## src/hw/rtl/utf8d_pkg.sv

```systemverilog
`timescale 1ns / 1ps

package utf8d_pkg;

   localparam int unsigned CP_W      = 21;
   localparam int unsigned BYTE_W    = 8;
   localparam int unsigned CMD_DEPTH = 4;

   localparam logic [CP_W-1:0] REPLACEMENT_CP = 21'h00FFFD;
   localparam logic [CP_W-1:0] MAX_CP         = 21'h10FFFF;
   localparam logic [CP_W-1:0] SURR_LO        = 21'h00D800;
   localparam logic [CP_W-1:0] SURR_HI        = 21'h00DFFF;
   localparam logic [CP_W-1:0] MIN_TWO        = 21'h000080;
   localparam logic [CP_W-1:0] MIN_THREE      = 21'h000800;
   localparam logic [CP_W-1:0] MIN_FOUR       = 21'h010000;

   localparam logic [BYTE_W-1:0] LEAD2_MASK = 8'hE0;
   localparam logic [BYTE_W-1:0] LEAD2_CODE = 8'hC0;
   localparam logic [BYTE_W-1:0] LEAD3_MASK = 8'hF0;
   localparam logic [BYTE_W-1:0] LEAD3_CODE = 8'hE0;
   localparam logic [BYTE_W-1:0] LEAD4_MASK = 8'hF8;
   localparam logic [BYTE_W-1:0] LEAD4_CODE = 8'hF0;
   localparam logic [BYTE_W-1:0] CONT_MASK  = 8'hC0;
   localparam logic [BYTE_W-1:0] CONT_CODE  = 8'h80;
   localparam logic [BYTE_W-1:0] ASCII_LIM  = 8'h80;
   localparam logic [BYTE_W-1:0] DATA_MASK  = 8'h3F;

   // One work unit for the back end: a run of malformed replacements,
   // then optionally one well-formed code point.
   typedef struct packed {
      logic [2:0]      n_rep;
      logic            has_tail;
      logic [CP_W-1:0] tail_cp;
   } cmd_type;

   // Classification of a byte seen as a lead.
   typedef struct packed {
      logic            is_ascii;
      logic            invalid;
      logic [1:0]      need;
      logic [CP_W-1:0] init_acc;
   } lead_type;

   function automatic lead_type decode_lead(input logic [BYTE_W-1:0] b);
      lead_type l;
      l = '0;
      if (b < ASCII_LIM) begin
         l.is_ascii = 1'b1;
      end else if ((b & LEAD2_MASK) == LEAD2_CODE) begin
         l.need     = 2'd1;
         l.init_acc = CP_W'(b[4:0]);
      end else if ((b & LEAD3_MASK) == LEAD3_CODE) begin
         l.need     = 2'd2;
         l.init_acc = CP_W'(b[3:0]);
      end else if ((b & LEAD4_MASK) == LEAD4_CODE) begin
         l.need     = 2'd3;
         l.init_acc = CP_W'(b[2:0]);
      end else begin
         l.invalid = 1'b1;
      end
      return l;
   endfunction

   function automatic logic value_rejected(input logic [CP_W-1:0] v, input logic [2:0] conts);
      logic r;
      r = 1'b0;
      if (v > MAX_CP) r = 1'b1;
      if (v >= SURR_LO && v <= SURR_HI) r = 1'b1;
      if (conts == 3'd1 && v < MIN_TWO) r = 1'b1;
      if (conts == 3'd2 && v < MIN_THREE) r = 1'b1;
      if (conts == 3'd3 && v < MIN_FOUR) r = 1'b1;
      return r;
   endfunction

endpackage

```

## src/hw/rtl/utf8d_front.sv

```systemverilog
`timescale 1ns / 1ps

module utf8d_front import utf8d_pkg::*; (
   input  logic              clock,
   input  logic              reset,
   input  logic              byte_valid,
   input  logic [BYTE_W-1:0] byte_in,
   output logic              cmd_push,
   output cmd_type           cmd
);

   logic [1:0]      needed_ff, needed_in;
   logic [1:0]      held_ff, held_in;
   logic [CP_W-1:0] acc_ff, acc_in;

   lead_type        lead;
   logic [2:0]      conts;
   logic [1:0]      need_dec;
   logic [CP_W-1:0] acc_shift;
   logic            is_cont;
   logic            use_lead;
   logic [2:0]      pre_rep;

   assign lead      = decode_lead(byte_in);
   assign is_cont   = (byte_in & CONT_MASK) == CONT_CODE;
   assign conts     = {1'b0, held_ff} + 3'd1;
   assign need_dec  = needed_ff - 2'd1;
   assign acc_shift = {acc_ff[CP_W-7:0], byte_in[5:0] & DATA_MASK[5:0]};

   // Classify the beat and work out the next sequence state
   always_comb begin
      needed_in = needed_ff;
      held_in   = held_ff;
      acc_in    = acc_ff;
      cmd       = '0;
      use_lead  = 1'b0;
      pre_rep   = 3'd0;
      if (needed_ff == 2'd0) begin
         use_lead = 1'b1;
      end else if (is_cont) begin
         needed_in = need_dec;
         if (need_dec == 2'd0) begin
            if (value_rejected(acc_shift, conts)) begin
               cmd.n_rep = conts + 3'd1;
            end else begin
               cmd.has_tail = 1'b1;
               cmd.tail_cp  = acc_shift;
            end
            held_in = 2'd0;
            acc_in  = '0;
         end else begin
            held_in = conts[1:0];
            acc_in  = acc_shift;
         end
      end else begin
         use_lead = 1'b1;
         pre_rep  = conts;
      end

      // Restart on this byte as a new lead
      if (use_lead) begin
         held_in   = 2'd0;
         acc_in    = lead.init_acc;
         needed_in = lead.need;
         cmd.n_rep = pre_rep + {2'd0, lead.invalid};
         if (lead.is_ascii) begin
            cmd.has_tail = 1'b1;
            cmd.tail_cp  = CP_W'(byte_in);
         end
      end
   end

   assign cmd_push = byte_valid && (cmd.has_tail || cmd.n_rep != 3'd0);

   // Advance sequence state on each accepted beat
   always_ff @(posedge clock) begin
      if (reset) begin
         needed_ff <= 2'd0;
         held_ff   <= 2'd0;
         acc_ff    <= '0;
      end else if (byte_valid) begin
         needed_ff <= needed_in;
         held_ff   <= held_in;
         acc_ff    <= acc_in;
      end
   end

endmodule

```

## src/hw/rtl/utf8d_cmd_fifo.sv

```systemverilog
`timescale 1ns / 1ps

module utf8d_cmd_fifo import utf8d_pkg::*; #(
   parameter int unsigned Depth = CMD_DEPTH
) (
   input  logic    clock,
   input  logic    reset,
   input  logic    push,
   input  cmd_type push_data,
   output logic    full,
   input  logic    pop,
   output logic    empty,
   output cmd_type head
);

   localparam int unsigned PtrW = (Depth > 1) ? $clog2(Depth) : 1;
   localparam int unsigned CntW = $clog2(Depth + 1);

   cmd_type         mem_ff [Depth];
   logic [PtrW-1:0] wr_ptr_ff, rd_ptr_ff;
   logic [CntW-1:0] count_ff;
   logic            do_push, do_pop;

   assign full    = count_ff == CntW'(Depth);
   assign empty   = count_ff == '0;
   assign do_push = push && !full;
   assign do_pop  = pop && !empty;
   assign head    = mem_ff[rd_ptr_ff];

   function automatic logic [PtrW-1:0] next_ptr(input logic [PtrW-1:0] p);
      return (p == PtrW'(Depth - 1)) ? '0 : p + 1'b1;
   endfunction

   // Store pushed entries
   always_ff @(posedge clock) begin
      if (do_push) mem_ff[wr_ptr_ff] <= push_data;
   end

   // Advance pointers and occupancy
   always_ff @(posedge clock) begin
      if (reset) begin
         wr_ptr_ff <= '0;
         rd_ptr_ff <= '0;
         count_ff  <= '0;
      end else begin
         if (do_push) wr_ptr_ff <= next_ptr(wr_ptr_ff);
         if (do_pop)  rd_ptr_ff <= next_ptr(rd_ptr_ff);
         if (do_push && !do_pop) count_ff <= count_ff + 1'b1;
         else if (do_pop && !do_push) count_ff <= count_ff - 1'b1;
      end
   end

endmodule

```

## src/hw/rtl/utf8d_back.sv

```systemverilog
`timescale 1ns / 1ps

module utf8d_back import utf8d_pkg::*; (
   input  logic            clock,
   input  logic            reset,
   input  logic            cmd_empty,
   input  cmd_type         cmd,
   output logic            cmd_pop,
   output logic            out_empty,
   input  logic            out_pop,
   output logic [CP_W-1:0] out_code_point,
   output logic            out_malformed,
   output logic            out_last
);

   logic [1:0]      idx_ff;
   logic            out_valid_ff;
   logic [CP_W-1:0] out_cp_ff;
   logic            out_bad_ff, out_last_ff;

   logic            slot_free, emit, is_rep, is_last;
   logic [2:0]      total;

   assign slot_free = !out_valid_ff || out_pop;
   assign emit      = !cmd_empty && slot_free;
   assign total     = cmd.n_rep + {2'd0, cmd.has_tail};
   assign is_rep    = {1'b0, idx_ff} < cmd.n_rep;
   assign is_last   = ({1'b0, idx_ff} + 3'd1) == total;
   assign cmd_pop   = emit && is_last;

   // Walk the results of the head command, one per cycle while the output register is free
   always_ff @(posedge clock) begin
      if (reset) begin
         idx_ff       <= 2'd0;
         out_valid_ff <= 1'b0;
      end else begin
         if (emit) idx_ff <= is_last ? 2'd0 : idx_ff + 2'd1;
         if (emit) out_valid_ff <= 1'b1;
         else if (out_pop) out_valid_ff <= 1'b0;
      end
   end

   // Load the output register
   always_ff @(posedge clock) begin
      if (emit) begin
         out_cp_ff   <= is_rep ? REPLACEMENT_CP : cmd.tail_cp;
         out_bad_ff  <= is_rep;
         out_last_ff <= is_last;
      end
   end

   assign out_empty      = !out_valid_ff;
   assign out_code_point = out_cp_ff;
   assign out_malformed  = out_bad_ff;
   assign out_last       = out_last_ff;

endmodule

```

## src/hw/rtl/utf8_stream_decoder.sv

```systemverilog
`timescale 1ns / 1ps
// Channel   Ports                                         Beat taken when
// input     req_push, req_full, req_byte_in               req_push && !req_full
// result    rsp_pop, rsp_empty, rsp_code_point,           rsp_pop && !rsp_empty
//           rsp_malformed, rsp_last_of_run
//
// The front end decodes one byte per cycle while req_full is low and queues a
// command for each byte that yields results; the back end emits one result per
// cycle, while its output register is free, from the command queue into it.
// req_full rises only when the CmdDepth-entry command queue is full.
// Synchronous active-high reset clears sequence state, queue and output valid.

module utf8_stream_decoder import utf8d_pkg::*; #(
   parameter int unsigned CmdDepth = CMD_DEPTH
) (
   input  logic              clock,
   input  logic              reset,
   input  logic              req_push,
   output logic              req_full,
   input  logic [BYTE_W-1:0] req_byte_in,
   output logic              rsp_empty,
   input  logic              rsp_pop,
   output logic [CP_W-1:0]   rsp_code_point,
   output logic              rsp_malformed,
   output logic              rsp_last_of_run
);

   logic    byte_valid, cmd_push, cmd_pop, cmd_empty;
   cmd_type cmd_new, cmd_head;

   assign byte_valid = req_push && !req_full;

   utf8d_front u_front (
      .clock      (clock),
      .reset      (reset),
      .byte_valid (byte_valid),
      .byte_in    (req_byte_in),
      .cmd_push   (cmd_push),
      .cmd        (cmd_new)
   );

   utf8d_cmd_fifo #(.Depth(CmdDepth)) u_fifo (
      .clock     (clock),
      .reset     (reset),
      .push      (cmd_push),
      .push_data (cmd_new),
      .full      (req_full),
      .pop       (cmd_pop),
      .empty     (cmd_empty),
      .head      (cmd_head)
   );

   utf8d_back u_back (
      .clock          (clock),
      .reset          (reset),
      .cmd_empty      (cmd_empty),
      .cmd            (cmd_head),
      .cmd_pop        (cmd_pop),
      .out_empty      (rsp_empty),
      .out_pop        (rsp_pop),
      .out_code_point (rsp_code_point),
      .out_malformed  (rsp_malformed),
      .out_last       (rsp_last_of_run)
   );

endmodule

```

## config.mk

```make
export PLATFORM = sky130hd
export DESIGN_NAME = utf8_stream_decoder
export DESIGN_NICKNAME = d
export VERILOG_FILES = /design/src/hw/rtl/utf8d_pkg.sv /design/src/hw/rtl/utf8d_front.sv /design/src/hw/rtl/utf8d_cmd_fifo.sv /design/src/hw/rtl/utf8d_back.sv /design/src/hw/rtl/utf8_stream_decoder.sv
export SDC_FILE = /design/constraint.sdc
export NUM_CORES = 1
export LEC_CHECK = 0
export BUFFER_PORTS_ARGS = -buffer_cell sky130_fd_sc_hd__buf_4
export CAP_MARGIN = 20
export CORE_ASPECT_RATIO = 0.7
export CORE_MARGIN = 2
export CORE_UTILIZATION = 55
export DETAILED_ROUTE_END_ITERATION = 12
export PLACE_DENSITY = 0.82
export SLEW_MARGIN = 20
export SYNTH_ARGS = -nofsm -noshare
export SYNTH_HDL_FRONTEND = slang
export SYNTH_HIERARCHICAL = 1
export SYNTH_SLANG_ARGS = --single-unit
export TNS_END_PERCENT = 30
```

## constraint.sdc

```tcl
create_clock -name clock -period 5.4 [get_ports clock]
set_input_delay 0.81 -clock clock [delete_from_list [all_inputs] [get_ports clock]]
set_output_delay 0.81 -clock clock [all_outputs]
set_load 0.01 [all_outputs]
```

; ---- After elaboration in Yosys (flattened, before gate mapping)
; Memory sizes are Yosys's and may differ from the RTL's. A register that Yosys moved wholly into a read port is not among the register bits.
; Index checks and enable logic that the tools add are counted.
[word_totals]
reg_bits = 52
ramBits = 100
input_bits = 12
output_inout_bits = 25
word_cells = 119
memories = 1
[op_classes]
addsub = 11
n_lt_le_gt_ge = 8
eq_ne = 12
muxes = 49
n_reduce_logical = 27
[mem_list]
columns = memory, depth, word_bits, rd, rd_ports_with_merged_regs, wr, line_no
row1 = u_fifo.mem_ff, 4, 25, 1, 1, 1, utf8d_cmd_fifo.sv:19  ; cmd_type mem_ff [Depth];
[op_table]
columns = cell, count
row1 = 2-to-1 mux 25 bit, 4
row2 = 2-to-1 mux 23 bit, 3
row3 = 2-to-1 mux 15 bit, 4
row4 = 2-to-1 mux 22 bit, 2
row5 = 2-to-1 mux 2 bit, 12
row6 = 2-to-1 mux 24 bit, 1
row7 = greater-or-equal comparator 21 x 16 -> 1 bit (second input constant), 1
row8 = greater-than comparator 21 bit (second input constant), 1
row9 = less-or-equal comparator 21 x 16 -> 1 bit (second input constant), 1
row10 = < comparator 21 x 12 -> 1 bit (second input constant), 1
row11 = < comparator 21 x 17 -> 1 bit (second input constant), 1
row12 = < comparator 21 x 8 -> 1 bit (second input constant), 1
row13 = 2-to-1 mux 1 bit, 18
row14 = 2-to-1 mux 3 bit, 5
row15 = logical AND 1 bit, 12
row16 = < comparator 8 bit (second input constant), 1
row17 = adder 2 x 1 -> 2 bit (second input constant), 3
row18 = adder 2 x 1 -> 3 bit (second input constant), 2
row19 = adder 3 x 1 -> 3 bit, 2
row20 = adder 3 x 1 -> 3 bit (second input constant), 2
row21 = equality test 2 bit (second input constant), 3
row22 = equality test 3 x 2 -> 1 bit (second input constant), 2
row23 = equality test 3 bit (second input constant), 2
row24 = nonzero test 2 bit, 3
row25 = other kinds (14), 20

; ---- Longest topological paths before layout
[depth]
word_depth = 23
depth_mapped = 17
mapped_depth_nobuf = 17

; ---- By module
; The synthesis kept the hierarchy.
[modules_own_cells]
columns = mod, n_inst, cells_each, area_each_um2, seq_area_each_um2
row1 = utf8d_cmd_fifo, 1, 181, 4101.4, 3183.1
row2 = utf8d_front, 1, 166, 1292.5, 380.4
row3 = utf8d_back, 1, 78, 1149.9, 750.7
row4 = utf8_stream_decoder, 1, 1, 13.8, 0.0

; ---- Worst setup path before layout
; No wires, ideal clock.
[synth_timing]
path_kind = input -> register
startpoint = in req_byte_in[6]
endpoint = reg u_fifo.count_ff[2]
setup_time_ps = 70
t_arrival_ps = 3776
t_required_ps = 5330
slack_ps = 1554
stages = 17
path_cell_list = buf_2 > nor2b_1 > nor3_1 > ha_1 > ha_1 > nor3_1 > o21ai_0 > o21ai_1 > o41a_1 > inv_1 > nor2_2 > ha_1 > inv_1 > fa_1 > xor2_1 > or3_2 > a21oi_1
[synth_lines]
columns = item, line_no
row1 = start: declaration, utf8_stream_decoder.sv:20  ; input logic [BYTE_W-1:0] req_byte_in,
row2 = end signal: assignment, utf8d_cmd_fifo.sv:48  ; if (do_push && !do_pop) count_ff <= count_ff + 1'b1;
row3 = end signal: assignment, utf8d_cmd_fifo.sv:49  ; else if (do_pop && !do_push) count_ff <= count_ff - 1'b1;
row4 = end: declaration, utf8d_cmd_fifo.sv:21  ; logic [CntW-1:0] count_ff;

==> flow_summary.yaml <==
yosys:
  synthesis.yosys.warnings: 6
  seq_area_frac_synth: 0.658
  syn_area_sq_mm: 0.00656
  syn_avg_cell_area_sq_um: 15.4
  synthDominantAreaCellType: "edfxtp_1"
  largest_cells_by_area_after_synthesis: "edfxtp_1 (56%), dfxtp_1 (9.5%), mux4_2 (8.6%)"
  synth.ff_latch_count: 154
  synthCells: 426
  synth.distinct_cells: 64
  ys.flop_type: "edfxtp_1"
  synth_enable_flop_cells: 123
  synth.net_count: 457
  synthArstFlopShare: 0
  synth_largest_type_area_fraction: 0.563
route:
  drt-total-wl_mm: 12.8
  detailroute.via_count: 3813
  wl_per_cell_microns: 20.2
  drc: 0
  drt_first_pass_iters: 5
  via_per_inst: 6.01
  drt_iter0_markers: 364
  ant_nets: 0
clock_network:
  insertion_delay_to_the_later_sink_of_the_worst_skew_pair_ns: 0.42
  cts_repair_resizes: 0
  worst_setup_hold_path_clk_slew_ns: 0.06
  post-cts-setup-buffers: 0
  clk_path_buf_depth: 2
  clock-root-buffer: "clkbuf_16"
  cts_made_buffers: 17
  cts_htree_levels: 4
  clkSinkCount: 154
  tritoncts: "done"
  postCtsHoldBufs: 0
setup_path:
  timing.critical_path.from_type: "flip-flop"
  r2r_setup_slack_ns: 1.28
  reg2reg_depth: 11
  timing.critical_path.arrival_ns: 4.48
  timing.critical_path.fanout_max: 23
  cp_capture_type: "flip-flop"
  rr_endpoint: "u_fifo/count_ff[2]"
  critical_path_class: "reg2reg"
  crit_required_ns: 5.76
placement:
  gp_routability_congestion: 0.907
  post-place-cells: 602
  detailedPlacementHpwl_mm: 7.87
  port_buffers: 36
sta:
  period_needed_ns: 4.12
  tightestPinTransition_ns: 1.03
  peak_clock_frequency_supported_by_timing_mhz: 243
  final_hold_viol_count: 0
  timing.final.setup_violations: 0
  skew_ns: 0.0118
  rsz0062_at_grt: "no"
  fin_tns_setup_ns: 0
  final_max_slew_viol_count: 0
  slew_headroom: 0.311
  layout_worst_path_cycle_share: 0.763
final_layout:
  layout.cells.most_common: "edfxtp_1"
  stdcell_count: 634
  antenna_cells: 0
  final_net_count: 495
  area_added_between_synthesis_and_finish_pct: 15.0
  share_of_cells_above_drive_strength_1: 0.249
  commonest_non_fill_non_tap_cells_in_the_layout: "edfxtp_1 (123), buf_4 (40), dfxtp_1 (31)"
global_routing:
  first_pass_grt_wire_length_mm: 19.6
  grt_pass1_vias: 3762
  global_route.overflow_total: 0
  gr-usage-all-layers: 0.212
  grt_max_degree: 32
  grt_antenna_before_repair: 0
floorplanning:
  core_area_sq_mm: 0.0117
  dieWidth_microns: 135
  design.portCount: 37
  initial_utilization: 0.561
  die-area_sq_mm: 0.0128
  num_rows: 33
  die_h_microns: 95.4
worst_hold_path:
  min-delay-path-class: "reg2reg"
  timing.hold.worst_path_depth: 2
  min_to: "u_front/acc_ff[8]"
  timing.hold.worst.start: "u_front/acc_ff[2]"
flow_run:
  cap_violations: 0
power:
  p_leak_nw: 2.60
  power_per_cell_area_mw_per_mm2: 486
  totalPowerFinal_mw: 3.66
  ir_drop_uv: 324
run_status:
  outcome: "finished clean"
-- worst max path at each step --
| stage | to | depth (start not counted) | start | slack, ns |
|---|---|---|---|---|
| 2_1_floorplan | u_fifo/count_ff[2] | 17 | req_byte_in[6] | 1.55 |
| 3_3_place_gp | u_fifo/count_ff[2] | 17 | req_byte_in[7] | 1.37 |
| 3_5_place_dp | u_fifo/count_ff[2] | 17 | req_byte_in[7] | 1.07 |
| 4_1_cts | u_fifo/count_ff[2] | 11 | flip-flop | 1.23 |
| 5_1_grt | u_fifo/count_ff[2] | 11 | flip-flop | 1.03 |
| 6_report | u_fifo/count_ff[2] | 11 | flip-flop | 1.28 |
-- metal layers --
| metal | wire length [microns] | track usage | vias to the layer above |
|---|---|---|---|
| met1 | 5520 | 0.282 | 1927 |
| met4 | 159 | 0.0807 | 0 |
| met2 | 6210 | 0.336 | 163 |
| met5 | 0 | 0 | - |
| met3 | 917 | 0.0611 | 13 |
| li1 | - | - | 1710 |
-- through the flow --
step	hold WS, ns	cell area (sq um)	utilization	worst slack, ns
2_1_floorplan	0.453	6560	-	1.55
3_3_place_gp	0.473	6930	0.593	1.37
3_5_place_dp	0.490	6930	0.593	1.07
4_1_cts	0.493	7540	0.645	1.23
5_1_grt	0.518	7540	0.645	1.03
6_report	0.500	7540	0.645	1.28
-- final cells by class --
class / count / area (sq um)
Inverter: 18 / 72.6
Fill cell: 807 / 4150
Multi-Input combinational cell: 233 / 2050
Timing Repair Buffer: 40 / 300
Clock buffer: 19 / 433
Clock inverter: 13 / 175
Tap cell: 157 / 196
Sequential cell: 154 / 4310
-- synthesized netlist by cell type (5+ instances only) --
library cell and n:
o21ai_0 6, nor3_1 7, clkbuf_1 8, buf_2 5
a22oi_1 5, and2_1 12, a21oi_1 20, nor2_1 12
mux4_2 25, nand2_1 27, ha_1 18, and2_2 5
nor3b_1 7, or3_1 17, nand3_1 5, edfxtp_1 123
a21boi_0 6, inv_1 16, dfxtp_1 31
-- critical path, stage by stage, from the launching register on --
cell     delay (ns)
dfxtp_1        0.87
mux4_2         0.84
xor3_2         0.55
nor3_2         0.06
and2_1         0.19
o31ai_2        0.12
ha_1           0.27
inv_1          0.06
fa_1           0.38
xor2_1         0.16
or3_2          0.40
a21oi_1        0.14
-- logic make-up (layout without fill, tap and decap cells) --
family                     Yosys count  count (layout)  share of synthesized area
and+or+nand+nor                    122             122                      0.111
buffers and inverters               39              90                     0.0303
xor gates and xnor gates             7               7                     0.0130
DFF                                154             154                      0.658
adders and majority gates           19              19                     0.0374
muxes                               30              30                     0.0937
AOI/OAI and AO/OA                   55              55                     0.0567
-- sequential cells by signal, indices dropped and copies added (netlist names), 3 cells and up, named ones only --
signal                 cells
u_fifo/count_ff            3
u_back/out_code_point     21
u_front/acc_ff            15
u_fifo/mem_ff            100
-- report_power, final --
| part | switching [mW] | internal [mW] | leakage [nW] |
|---|---|---|---|
| combinational | 0.480 | 0.353 | 0.928 |
| clock | 0.447 | 0.769 | 0.295 |
| sequential | 0.0811 | 1.53 | 1.38 |
| total | 1.01 | 2.66 | 2.60 |
(Power assumes the default switching activity.)
